`src/rtl/vtu_pkg.sv`:
```
// ----------------------------------------------------------------------------
// vtu_pkg
// types, constants and helpers of the vertex transform unit
// ----------------------------------------------------------------------------
`default_nettype none

package vtu_pkg;

  localparam int CoordWidth   = 32;
  localparam int FracBits     = 16;
  localparam int AngleWidth   = 16;
  localparam int AngleFrac    = 14;
  localparam int ProjFrac     = 30;
  localparam int CmdWidth     = 4;
  localparam int CfgIdxWidth  = 3;
  localparam int CfgDataWidth = 32;
  localparam int WideWidth    = 66;

  localparam logic signed [CoordWidth-1:0] CavalierK = 32'sd759250125;
  localparam logic signed [CoordWidth-1:0] CabinetK  = 32'sd379625062;

  localparam logic signed [WideWidth-1:0] SatHi  = 66'sd2147483647;
  localparam logic signed [WideWidth-1:0] SatLo  = -66'sd2147483648;
  localparam logic signed [WideWidth-1:0] OneFix = 66'sd1 <<< FracBits;

  localparam logic [CoordWidth-1:0] MagPosLim = 32'h7fffffff;
  localparam logic [CoordWidth-1:0] MagNegLim = 32'h80000000;

  typedef logic signed [CoordWidth-1:0] coord_t;
  typedef logic signed [AngleWidth-1:0] angle_t;
  typedef logic [CoordWidth-1:0]        umag_t;

  typedef enum logic [CmdWidth-1:0] {
    CMD_TRANSLATE = 4'd0,
    CMD_ROT_X     = 4'd1,
    CMD_ROT_Y     = 4'd2,
    CMD_ROT_Z     = 4'd3,
    CMD_REFL_XY   = 4'd4,
    CMD_REFL_YZ   = 4'd5,
    CMD_REFL_XZ   = 4'd6,
    CMD_SCALE     = 4'd7,
    CMD_ORTHO     = 4'd8,
    CMD_CAVALIER  = 4'd9,
    CMD_CABINET   = 4'd10,
    CMD_CENTRAL   = 4'd11
  } cmd_e;

  typedef enum logic [CfgIdxWidth-1:0] {
    REG_PARAM_X   = 3'd0,
    REG_PARAM_Y   = 3'd1,
    REG_PARAM_Z   = 3'd2,
    REG_COS_ANGLE = 3'd3,
    REG_SIN_ANGLE = 3'd4,
    REG_INV_DEPTH = 3'd5
  } reg_idx_e;

  typedef struct packed {
    coord_t param_x;
    coord_t param_y;
    coord_t param_z;
    angle_t cos_angle;
    angle_t sin_angle;
    coord_t inv_depth;
  } cfg_t;

  typedef struct packed {
    cmd_e   cmd;
    coord_t x;
    coord_t y;
    coord_t z;
  } vtx_t;

  typedef struct packed {
    cmd_e                                   cmd;
    coord_t                                 x;
    coord_t                                 y;
    coord_t                                 z;
    logic signed [2*CoordWidth-1:0]         px;
    logic signed [2*CoordWidth-1:0]         py;
    logic signed [2*CoordWidth-1:0]         pz;
    logic signed [CoordWidth+AngleWidth-1:0] uc;
    logic signed [CoordWidth+AngleWidth-1:0] vs;
    logic signed [CoordWidth+AngleWidth-1:0] us;
    logic signed [CoordWidth+AngleWidth-1:0] vc;
  } prod_t;

  typedef struct packed {
    cmd_e   cmd;
    coord_t x;
    coord_t y;
    coord_t z;
    coord_t rot_a;
    coord_t rot_b;
    coord_t sx;
    coord_t sy;
    coord_t sz;
  } mid_t;

  typedef struct packed {
    logic   central;
    coord_t x;
    coord_t y;
    coord_t z;
    coord_t w;
  } res_t;

  typedef struct packed {
    umag_t rem;
    umag_t dvd;
    umag_t quo;
    logic  neg;
    logic  ovf;
    logic  zero;
  } lane_t;

  typedef struct packed {
    logic   central;
    logic   err;
    coord_t x;
    coord_t y;
    coord_t z;
    umag_t  mw;
    lane_t  lx;
    lane_t  ly;
  } divw_t;

  function automatic coord_t sat_coord(input logic signed [WideWidth-1:0] v);
    if (v > SatHi) return coord_t'(SatHi);
    if (v < SatLo) return coord_t'(SatLo);
    return coord_t'(v);
  endfunction

endpackage

`default_nettype wire

```
`src/rtl/vtu_div_step.sv`:
```
// ----------------------------------------------------------------------------
// vtu_div_step
// one restoring division step on both lanes, registered
// ----------------------------------------------------------------------------
`default_nettype none

module vtu_div_step import vtu_pkg::*; (
  input  logic  clk,
  input  logic  rst,
  input  logic  en,
  input  logic  valid_in,
  input  divw_t item_in,
  output logic  valid_out,
  output divw_t item_out
);

  divw_t item_next;

  function automatic lane_t step(input lane_t l, input umag_t m);
    lane_t                 n;
    logic [CoordWidth:0]   sh;
    sh    = {l.rem, l.dvd[CoordWidth-1]};
    n     = l;
    n.dvd = {l.dvd[CoordWidth-2:0], 1'b0};
    if (sh >= {1'b0, m}) begin
      n.rem = CoordWidth'(sh - {1'b0, m});
      n.quo = {l.quo[CoordWidth-2:0], 1'b1};
    end else begin
      n.rem = sh[CoordWidth-1:0];
      n.quo = {l.quo[CoordWidth-2:0], 1'b0};
    end
    return n;
  endfunction

  always_comb begin
    item_next    = item_in;
    item_next.lx = step(item_in.lx, item_in.mw);
    item_next.ly = step(item_in.ly, item_in.mw);
  end

  always_ff @(posedge clk) begin
    if (rst) begin
      valid_out <= 1'b0;
    end else if (en) begin
      valid_out <= valid_in;
    end
  end

  always_ff @(posedge clk) begin
    if (en) begin
      item_out <= item_next;
    end
  end

endmodule

`default_nettype wire

```
`config.mk`:
```
export PLATFORM = sky130hd
export DESIGN_NAME = vtu_div_step
export DESIGN_NICKNAME = d
export VERILOG_FILES = /design/src/rtl/vtu_pkg.sv /design/src/rtl/vtu_div_step.sv
export SDC_FILE = /design/constraint.sdc
export NUM_CORES = 1
export LEC_CHECK = 0
export ABC_AREA = 1
export BUFFER_PORTS_ARGS = -buffer_cell sky130_fd_sc_hd__buf_2
export CORE_AREA = 2 2 259 261
export CTS_BUF_LIST = sky130_fd_sc_hd__clkbuf_2 sky130_fd_sc_hd__clkbuf_4 sky130_fd_sc_hd__clkbuf_8
export DETAILED_ROUTE_END_ITERATION = 6
export DIE_AREA = 0 0 261 263
export GPL_TIMING_DRIVEN = 1
export PLACE_DENSITY_LB_ADDON = 0.25
export SLEW_MARGIN = 20
export SYNTH_ARGS = -nofsm -noshare
export SYNTH_HDL_FRONTEND = slang
export SYNTH_SLANG_ARGS = --single-unit
```
`constraint.sdc`:
```
create_clock -name clk -period 3.05 [get_ports clk]
set_input_delay 0.4575 -clock clk [delete_from_list [all_inputs] [get_ports clk]]
set_output_delay 0.4575 -clock clk [all_outputs]
set_load 0.1 [all_outputs]
```
==> results of run 1 <==
power by group through the flow:
stage / clock network, mW / registers (mW) / logic, mW
after global placement: 0 / 5.67 / 5.36
final: 4.73 / 5.58 / 5.63
after global routing: 5.07 / 5.62 / 5.91
after floorplan: 0 / 8.65 / 1.01
after CTS: 4.89 / 5.58 / 5.66
after detailed placement: 0 / 5.67 / 5.37
final timing paths:
path	from	endpoint	slack (ns)	depth (start not counted)
setup / recovery	item_in[221]	item_out[194]	0.27	15
hold / removal	item_in[301]	item_out[301]	0.07	1
setup reg to reg	valid_out	valid_out	1.91	3
hold reg to reg	valid_out	valid_out	1.05	3
metal layers:
metal | track usage | wire [µm]
met5 | 0 | 120
met4 | 0.116 | 4540
met3 | 0.0493 | 5130
met2 | 0.400 | 39500
met1 | 0.237 | 29000
sequential cells by signal, indices dropped and copies added, names as in the netlist:
signal / cells
item_out: 326
valid_out: 1
cell type report:
type,count,area (µm²),share of cell area
Sequential cell,327,9810,0.394
Timing Repair Buffer,969,6360,0.256
Multi-Input combinational cell,1042,5150,0.207
Inverter,299,1120,0.0451
Tap cell,864,1080,0.0435
Clock buffer,68,886,0.0356
Clock inverter,45,437,0.0176
Antenna cell,11,27.5,0.00111
logic make-up (layout without fill, tap and decap cells):
| kind of cell | after synthesis | in the layout | synth area share |
|---|---|---|---|
| compound gates | 40 | 40 | 0.0130 |
| buf+inv | 320 | 1381 | 0.0812 |
| other cells | 1 | 13 | 0.000231 |
| flops | 327 | 327 | 0.603 |
| simple gates | 904 | 905 | 0.235 |
| mux | 1 | 1 | 0.000615 |
| fa+ha+maj | 66 | 66 | 0.0517 |
| xor+xnor | 28 | 28 | 0.0151 |
cell usage after synthesis (all sizes together):
cell    number
xnor2        2
mux2i        1
a21o         1
nand2      648
buf         19
clkbuf       2
dfxtp        1
xor2        26
or2          1
nand3      127
conb         1
a21oi       37
inv        299
o21bai       2
and2         9
edfxtp     326
nor2        88
ha          64
nor3b        1
nor3        18
nand4        9
fa           2
nand3b       3
repair_timing:
action,in CTS,in global routing
endpoints found under the setup margin,0,33
hold buffers,250,1
buffers inserted,0,2
endpoints found under the hold margin,249,1
==> impl_metrics.json, run 1 <==
{
  "status": "finished, final reports clean",
  "worstPathRequired_ns": 3.59,
  "synth_cell_types": 38,
  "ir_drop_uv": 334,
  "syn2layout_area_growth_pct": 52.9,
  "synth_largest_area_cell": "edfxtp_1",
  "p_sw_mw": 6.73,
  "boundaryPins": 661,
  "crit_top_cell": "nand2_1",
  "route.detailed.drc": 0,
  "final_cells": 3625,
  "fin_ws_ns": 0.266,
  "clock_sinks": 327,
  "syn_avg_cell_area_um2": 9.64,
  "tritoncts": "done",
  "overflow": 0,
  "clock_power_share": 0.297,
  "drt_iter0_markers": 961,
  "slowest_stage": "nor2_2",
  "finalSetupViolCount": 0,
  "switching_share": 0.422,
  "dpl.cell_count": 3247,
  "num_vias": 15400,
  "grt_max_degree": 71,
  "path_clk_slew_ns": 0.06,
  "ys_ff_latch": 327,
  "hold_ws_ns": 0.0687,
  "ys_seq_area_frac": 0.603,
  "clk_path_buf_depth": 3,
  "syn_area_um2": 16300,
  "fmax_mhz": 359,
  "root_buffer": "clkbuf_8",
  "grt_pass1_wl_um": 109000,
  "critical_path_class": "in2reg",
  "tightest_slew_ns": 0.976,
  "dr.pass1.iters": 5,
  "cts_made_buffers": 60,
  "grtUsageTotal": 0.221,
  "crit_path_end_kind": "flip-flop",
  "critPathArrivalTime_ns": 3.33,
  "rsz0062_at_grt": "false",
  "drive_gt1_frac": 0.316,
  "yosysWarnings": 0,
  "crit_path_max_incr_delay_ns": 0.82,
  "layout_common_cells": "buf_2 (655), nand2_1 (615), edfxtp_1 (326)",
  "yosys-top-cells-area": "edfxtp_1 (60%), nand2_1 (14%), inv_1 (6.8%)",
  "power.internal_mw": 9.22,
  "cp_num_buf_inv": 5,
  "fillCellCount": 6746,
  "hpwl_um": 63300,
  "path_max_fanout": 16,
  "wl_per_cell_um": 21.6,
  "initial_core_util": 0.248,
  "design_power_total_mw": 15.9,
  "critical-path-top-delay-family": "simple AND/OR/NAND/NOR gates",
  "worstSkewPairLatency_ns": 0.67,
  "final_common_cell": "buf_2",
  "cp_cell_sequence": "dlygate4sd3_1 -> buf_2 -> inv_1 -> ha_1 -> nand2_1 -> inv_1 -> nand2_1 -> nand2_1 -> inv_1 -> nand2_1 -> nand2_1 -> nand3_1 -> nor2_2 -> nand3_1 -> nand2_1",
  "clock_skew_ns": 0,
  "yosysTopAreaCellShare": 0.602,
  "numPortBuffers": 656,
  "relSlewSlack": 0.348,
  "p_per_area_nw_per_um2": 641,
  "vias_per_cell": 4.26,
  "die_area_um2": 68600,
  "ant_nets": 0,
  "h-tree-depth": 2,
  "drv_cap": 0,
  "post-route-util": 0.379,
  "power_frac_seq": 0.350,
  "grt_antenna_before_repair": 28,
  "p_leak_nw": 12.3,
  "period_needed_ns": 2.78,
  "placed_area_um2": 21000,
  "gp_congestion": 0.919,
  "cp-start-kind": "input pin",
  "pre_cts_ws_ns": -0.196,
  "setup_tns_ns": 0,
  "die_y_um": 263,
  "fp.dieW_um": 261,
  "slew_violations": 0,
  "pwr-share-comb": 0.353,
  "grt_pass1_vias": 16200,
  "min_period_over_period": 0.913,
  "wirelength_um": 78300,
  "synthCells": 1687,
  "design.core.area_um2": 65600,
  "num_rows": 94,
  "final_area_um2": 24900,
  "hold_viol": 0,
  "hold_path.class": "in2reg",
  "cts-resized-gates": 0,
  "fin_nets": 3097
}
(Power assumes the default switching activity.)
==> run 2: changes to the inputs <==
--- a/config.mk
+++ b/config.mk
@@ -6,13 +6,14 @@
 export NUM_CORES = 1
 export LEC_CHECK = 0
 export ABC_AREA = 1
-export BUFFER_PORTS_ARGS = -buffer_cell sky130_fd_sc_hd__buf_2
 export CORE_AREA = 2 2 259 261
 export CTS_BUF_LIST = sky130_fd_sc_hd__clkbuf_2 sky130_fd_sc_hd__clkbuf_4 sky130_fd_sc_hd__clkbuf_8
 export DETAILED_ROUTE_END_ITERATION = 6
 export DIE_AREA = 0 0 261 263
+export DONT_BUFFER_PORTS = 1
 export GPL_TIMING_DRIVEN = 1
 export PLACE_DENSITY_LB_ADDON = 0.25
+export SKIP_LAST_GASP = 1
 export SLEW_MARGIN = 20
 export SYNTH_ARGS = -nofsm -noshare
 export SYNTH_HDL_FRONTEND = slang
==> constraint.sdc (replaced) <==
create_clock -name clk -period 3.05 [get_ports clk]
set_input_delay 0.305 -clock clk [delete_from_list [all_inputs] [get_ports clk]]
set_output_delay 0.305 -clock clk [all_outputs]
set_load 0.1 [all_outputs]
==> run 2 against run 1 <==
  * The run now ends with hold timing, slew limit left
  * Critical path depth shrank 15
  * Sequential power grew 55%
  * Design area fell by 12%
  * Count of clock-buffer cells in the layout rose by 8
  * Critical path type is now reg2out
==> impl_metrics.json, run 2 (synthesized netlist as in run 1, its figures left out) <==
{
  "clock_sinks": 327,
  "final_cells": 3009,
  "numPortBuffers": 0,
  "grt_antenna_before_repair": 23,
  "hpwl_um": 59200,
  "cts_made_buffers": 61,
  "grt_pass1_vias": 13500,
  "relSlewSlack": -0.0642,
  "critical_path_class": "reg2out",
  "boundaryPins": 661,
  "num_vias": 13200,
  "regMostFlops": "item_out",
  "cts-resized-gates": 0,
  "post-route-util": 0.334,
  "fillCellCount": 6705,
  "reg_top3": "item_out: 326 flops, valid_out: 1 flops",
  "tightest_slew_ns": 1.60,
  "overflow": 0,
  "hold_path.class": "in2reg",
  "drive_gt1_frac": 0.0872,
  "min_period_over_period": 0.698,
  "p_leak_nw": 9.85,
  "vias_per_cell": 4.39,
  "grtUsageTotal": 0.216,
  "placed_area_um2": 17400,
  "hold_buffers": 326,
  "crit_path_end_kind": "output port",
  "design_power_total_mw": 15.2,
  "worstPathRequired_ns": 2.74,
  "finalSetupViolCount": 0,
  "p_per_area_nw_per_um2": 691,
  "pre_cts_ws_ns": 0.429,
  "grt_max_degree": 328,
  "violations": "hold timing, slew limit",
  "min_path_cells": 0,
  "wirelength_um": 76800,
  "grt_pass1_wl_um": 104000,
  "status": "finished, violations left",
  "ant_nets": 0,
  "drv_cap": 0,
  "slew_violations": 68,
  "period_needed_ns": 2.13,
  "syn2layout_area_growth_pct": 34.9,
  "rsz0062_at_grt": "false",
  "post_cts_buffers": 0,
  "fmax_mhz": 470,
  "final_common_cell": "nand2_1",
  "dr.pass1.iters": 5,
  "setup_tns_ns": 0,
  "ir_drop_uv": 413,
  "hold_ws_ns": -0.255,
  "tritoncts": "done",
  "num_rows": 94,
  "path_max_fanout": 1,
  "path_clk_slew_ns": 0.06,
  "hold_viol": 38,
  "fin_nets": 2485,
  "ff_latch_area_um2": 9810,
  "fin_ws_ns": 0.921,
  "clock_skew_ns": 0,
  "cp.depth": 0,
  "root_buffer": "clkbuf_8",
  "worst-r2r-cell-count": 3,
  "die_y_um": 263,
  "cp-start-kind": "flip-flop",
  "initial_core_util": 0.248,
  "dpl.cell_count": 2562,
  "reg2reg_slack_ns": 1.90,
  "multi_input_area_um2": 5140,
  "gp_congestion": 0.903,
  "drt_iter0_markers": 1047,
  "layout_common_cells": "nand2_1 (615), dlygate4sd3_1 (326), edfxtp_1 (326)",
  "final_area_um2": 21900,
  "h-tree-depth": 2,
  "clk_path_buf_depth": 3,
  "critPathArrivalTime_ns": 1.82,
  "wl_per_cell_um": 25.5,
  "largest_register_ffs": 326,
  "fp.dieW_um": 261,
  "worstSkewPairLatency_ns": 0.64,
  "design.core.area_um2": 65600,
  "route.detailed.drc": 0,
  "die_area_um2": 68600
}
[run 2: cell count changes in the layout (fill, tap and decap cells not counted), moves of 2 or more]
cell	previous run	this run
dlygate4sd3_1	251	326
buf_4	55	30
buf_12	7	1
clkinv_1	21	11
buf_2	655	0
bufinv_16	8	5
clkbuf_8	60	62
clkinv_2	8	11
clkinv_4	4	1
clkbuf_4	8	14
[run 2: worst paths after layout]
check | startpoint | endpoint
worst min-delay path | en | item_out[229]
worst max register to register | valid_out | valid_out
worst max-delay path | item_out[327] | item_out[327]
worst min register to register | valid_out | valid_out
[run 2: per-layer routing]
metal,vias up,track usage,wire length [µm],part of all wire
met5,-,0,120,0.0016
met4,18,0.0640,2410,0.031
met2,524,0.408,40500,0.53
li1,6236,-,-,-
met1,6333,0.234,28200,0.37
met3,108,0.0553,5580,0.073
[run 2: area by class of cell]
cell class,count,share of cell area
sequential,327,0.447
inverter,299,0.0511
clock buffer,76,0.0437
clock inverter,33,0.0136
multi-input combinational,1041,0.234
tap,864,0.0493
timing repair buffer,357,0.160
antenna,12,0.00137
[run 2: power breakdown]
| part | internal, mW | switching (mW) |
|---|---|---|
| Clock | 2.49 | 2.06 |
| Combinational | 0.736 | 1.23 |
| Sequential | 5.49 | 3.15 |
==> run 3: changes to the inputs <==
--- a/config.mk
+++ b/config.mk
@@ -5,11 +5,11 @@
 export SDC_FILE = /design/constraint.sdc
 export NUM_CORES = 1
 export LEC_CHECK = 0
-export ABC_AREA = 1
-export CORE_AREA = 2 2 259 261
+export ABC_AREA = 0
+export CORE_AREA = 2 2 255 257
 export CTS_BUF_LIST = sky130_fd_sc_hd__clkbuf_2 sky130_fd_sc_hd__clkbuf_4 sky130_fd_sc_hd__clkbuf_8
 export DETAILED_ROUTE_END_ITERATION = 6
-export DIE_AREA = 0 0 261 263
+export DIE_AREA = 0 0 257 259
 export DONT_BUFFER_PORTS = 1
 export GPL_TIMING_DRIVEN = 1
 export PLACE_DENSITY_LB_ADDON = 0.25
==> constraint.sdc (replaced) <==
create_clock -name clk -period 1.95 [get_ports clk]
set_input_delay 0.195 -clock clk [delete_from_list [all_inputs] [get_ports clk]]
set_output_delay 0.195 -clock clk [all_outputs]
set_load 0.1 [all_outputs]
==> run 3 against run 2 <==
  * The run ends with hold timing, setup timing left
  * Register-to-register slack worse by 1.4 ns
  * Combinational power grew to 4.7 times the previous value
  * Design area is 12% higher
  * Setup slack worse by 0.98 ns
  * Via count is 8.3% lower
  * Clock skew stayed put
  * Clock power is 71% higher
  * Sequential cell count stayed put
  * Global-route usage is 2.1 points lower
  * Core utilization is 5.1 points higher
  * Non-clock buffer count is 521 higher
  * Final cell count is 6.2% lower
  * Largest power group is now combinational cells
  * Highest routed layer unchanged
==> impl_metrics.json, run 3 <==
{
  "ant_nets": 0,
  "tritoncts": "done",
  "yosysTopAreaCellShare": 0.698,
  "r2r-start": "valid_out",
  "cp_cell_sequence": "clkinvlp_4 -> buf_4 -> buf_6 -> ha_4 -> nand4_1 -> a311oi_4 -> o2111ai_4 -> a21oi_4 -> a31oi_4 -> buf_6 -> buf_12 -> nor3_2 -> mux2_4 -> nor2_1",
  "cp.depth": 14,
  "cts_made_buffers": 66,
  "syn_avg_cell_area_um2": 14.1,
  "slowest_stage": "a311oi_4",
  "root_buffer": "clkbuf_8",
  "h-tree-depth": 3,
  "grtUsageTotal": 0.196,
  "final_common_cell": "buf_4",
  "clk_path_buf_depth": 3,
  "pre_cts_ws_ns": -0.883,
  "yosys-top-cells-area": "edfxtp_1 (70%), ha_1 (5.7%), nand2_1 (2.6%)",
  "grt_antenna_before_repair": 9,
  "clock_sinks": 327,
  "rsz0062_at_grt": "true",
  "slew_violations": 0,
  "yosysMostFrequentCell": "edfxtp_1",
  "ff_latch_area_um2": 9810,
  "crit_top_cell": "buf_6",
  "min_period_over_period": 1.03,
  "ys_ff_latch": 327,
  "yosysWarnings": 0,
  "initial_core_util": 0.219,
  "synthCells": 994,
  "num_rows": 93,
  "design_power_total_mw": 25.9,
  "drive_gt1_frac": 0.391,
  "final_cells": 2822,
  "fmax_mhz": 497,
  "numPortBuffers": 0,
  "relSlewSlack": 0.666,
  "fin_ws_ns": -0.0618,
  "synth_top_flop_cell": "edfxtp_1",
  "p_leak_nw": 10.1,
  "hold_ws_ns": -0.327,
  "wl_per_cell_um": 24.4,
  "dr.pass1.iters": 5,
  "critical-path-top-delay-family": "compound AO/OA/AOI/OAI gates",
  "path_clk_slew_ns": 0.07,
  "hold_viol": 275,
  "hold_path.class": "in2reg",
  "die_area_um2": 66600,
  "startpoint": "item_in[203]",
  "setup_tns_ns": -0.444,
  "critPathArrivalTime_ns": 2.43,
  "route.detailed.drc": 0,
  "period_needed_ns": 2.01,
  "grt_max_degree": 328,
  "critical_path_class": "in2reg",
  "p_per_area_nw_per_um2": 1050,
  "reg2reg_slack_ns": 0.53,
  "r2r-end": "valid_out",
  "status": "finished, violations left",
  "crit_end": "item_out[94]",
  "clock_skew_ns": 0,
  "drt_iter0_markers": 755,
  "synth_cell_types": 57,
  "hpwl_um": 50700,
  "async_reset_ff_frac": 0,
  "drv_cap": 0,
  "syn_area_um2": 14000,
  "synth_edf_count": 326,
  "worstPathRequired_ns": 2.37,
  "violations": "hold timing, setup timing",
  "reg_top3": "item_out: 326 flops, valid_out: 1 flops",
  "path_max_fanout": 11,
  "crit_path_end_kind": "flip-flop",
  "worstSkewPairLatency_ns": 0.65,
  "fp.dieW_um": 257,
  "multi_input_area_um2": 4480,
  "gp_congestion": 0.865,
  "cp_num_buf_inv": 5,
  "num_vias": 12100,
  "ir_drop_uv": 564,
  "crit_path_max_incr_delay_ns": 0.34,
  "finalSetupViolCount": 18,
  "dpl.cell_count": 2352,
  "worst-r2r-cell-count": 4,
  "synthTopCellsByCount": "edfxtp_1 (326), nand2_1 (97), o21ai_0 (70), a21oi_1 (64), ha_1 (64)",
  "tightest_slew_ns": 0.500,
  "overflow": 0,
  "layout_common_cells": "buf_4 (535), dlygate4sd3_1 (328), edfxtp_1 (326)",
  "ys_seq_area_frac": 0.700,
  "fin_nets": 2309,
  "grt_pass1_wl_um": 92500,
  "largest_register_ffs": 326,
  "grt_pass1_vias": 12500,
  "boundaryPins": 661,
  "cp-start-kind": "input pin",
  "wirelength_um": 68800,
  "fillCellCount": 6180,
  "syn2layout_area_growth_pct": 75.5,
  "regMostFlops": "item_out",
  "die_y_um": 259,
  "vias_per_cell": 4.30,
  "synth_largest_area_cell": "edfxtp_1",
  "design.core.area_um2": 63900
}
-- run 3: changes by cell type in the layout (fill, tap and decap cells not counted), sizes merged, moves of 24 or more --
cell,previous run,this run
nand2,648,99
xnor2,2,26
buf,31,547
inv,301,58
a21oi,37,65
o21ai,0,89
nor2,88,29
nand3,127,25
a21o,1,25
-- run 3: worst min-delay path by stage --
stage | start | to | slack [ns] | cells after the start
after floorplan | rst | valid_out | 0.27 | 1
after global placement | rst | valid_out | 0.27 | 1
after detailed placement | rst | valid_out | 0.27 | 1
after CTS | item_in[201] | item_out[201] | -0.43 | 0
after global routing | en | item_out[111] | -0.40 | 0
final | en | item_out[146] | -0.33 | 0
-- run 3: final cells by class --
| cell class | instances | area share |
|---|---|---|
| flip-flops and latches | 327 | 0.399 |
| repair buffers | 878 | 0.307 |
| multi-input cells | 582 | 0.182 |
| well taps | 855 | 0.0435 |
| clock buffers | 77 | 0.0405 |
| clock inverters | 41 | 0.0163 |
| inverters | 56 | 0.0118 |
| diodes | 6 | 0.000610 |
-- run 3: where the power goes --
part	total [mW]	switching, mW	internal, mW	leakage, nW
Combinational	9.30	6.76	2.53	6.13
Sequential	8.79	0.234	8.56	3.20
Clock	7.78	3.40	4.38	0.735
Total	25.9	10.4	15.5	10.1
-- run 3: kinds of logic (layout without fill, tap and decap cells) --
kind of cell	Yosys count	count (layout)	share of synthesized area
DFF	327	327	0.700
AOI/OAI and AO/OA	238	238	0.103
and+or+nand+nor	212	212	0.0700
buffers and inverters	86	1052	0.0256
adders and majority gates	66	66	0.0600
xor gates and xnor gates	56	56	0.0350
muxes	8	8	0.00625
other	1	8	0.000268
-- run 3: what timing repair did --
item	CTS	global route
gates resized for setup	5	81
pin swaps	2	30
hold buffers	316	12
gates cloned	0	5
endpoints found under the setup margin	8	63
buffers inserted	0	14
hold endpoints to repair	651	336
-- run 3: routing by layer --
layer / GRT usage / vias to the layer above / part of all wire
met4: 0.0736 / 4 / 0.034
met1: 0.216 / 5946 / 0.38
met5: 0 / - / 0.00044
met2: 0.357 / 488 / 0.52
met3: 0.0540 / 99 / 0.068
li1: - / 5585 / -
-- run 3: through the flow --
step,utilization,hold slack [ns],area [µm²]
4_1_cts,0.375,-0.433,23900
5_1_grt,0.385,-0.397,24600
3_3_place_gp,0.303,0.274,19400
3_5_place_dp,0.303,0.275,19400
2_1_floorplan,-,0.267,14500
6_report,0.385,-0.327,24600
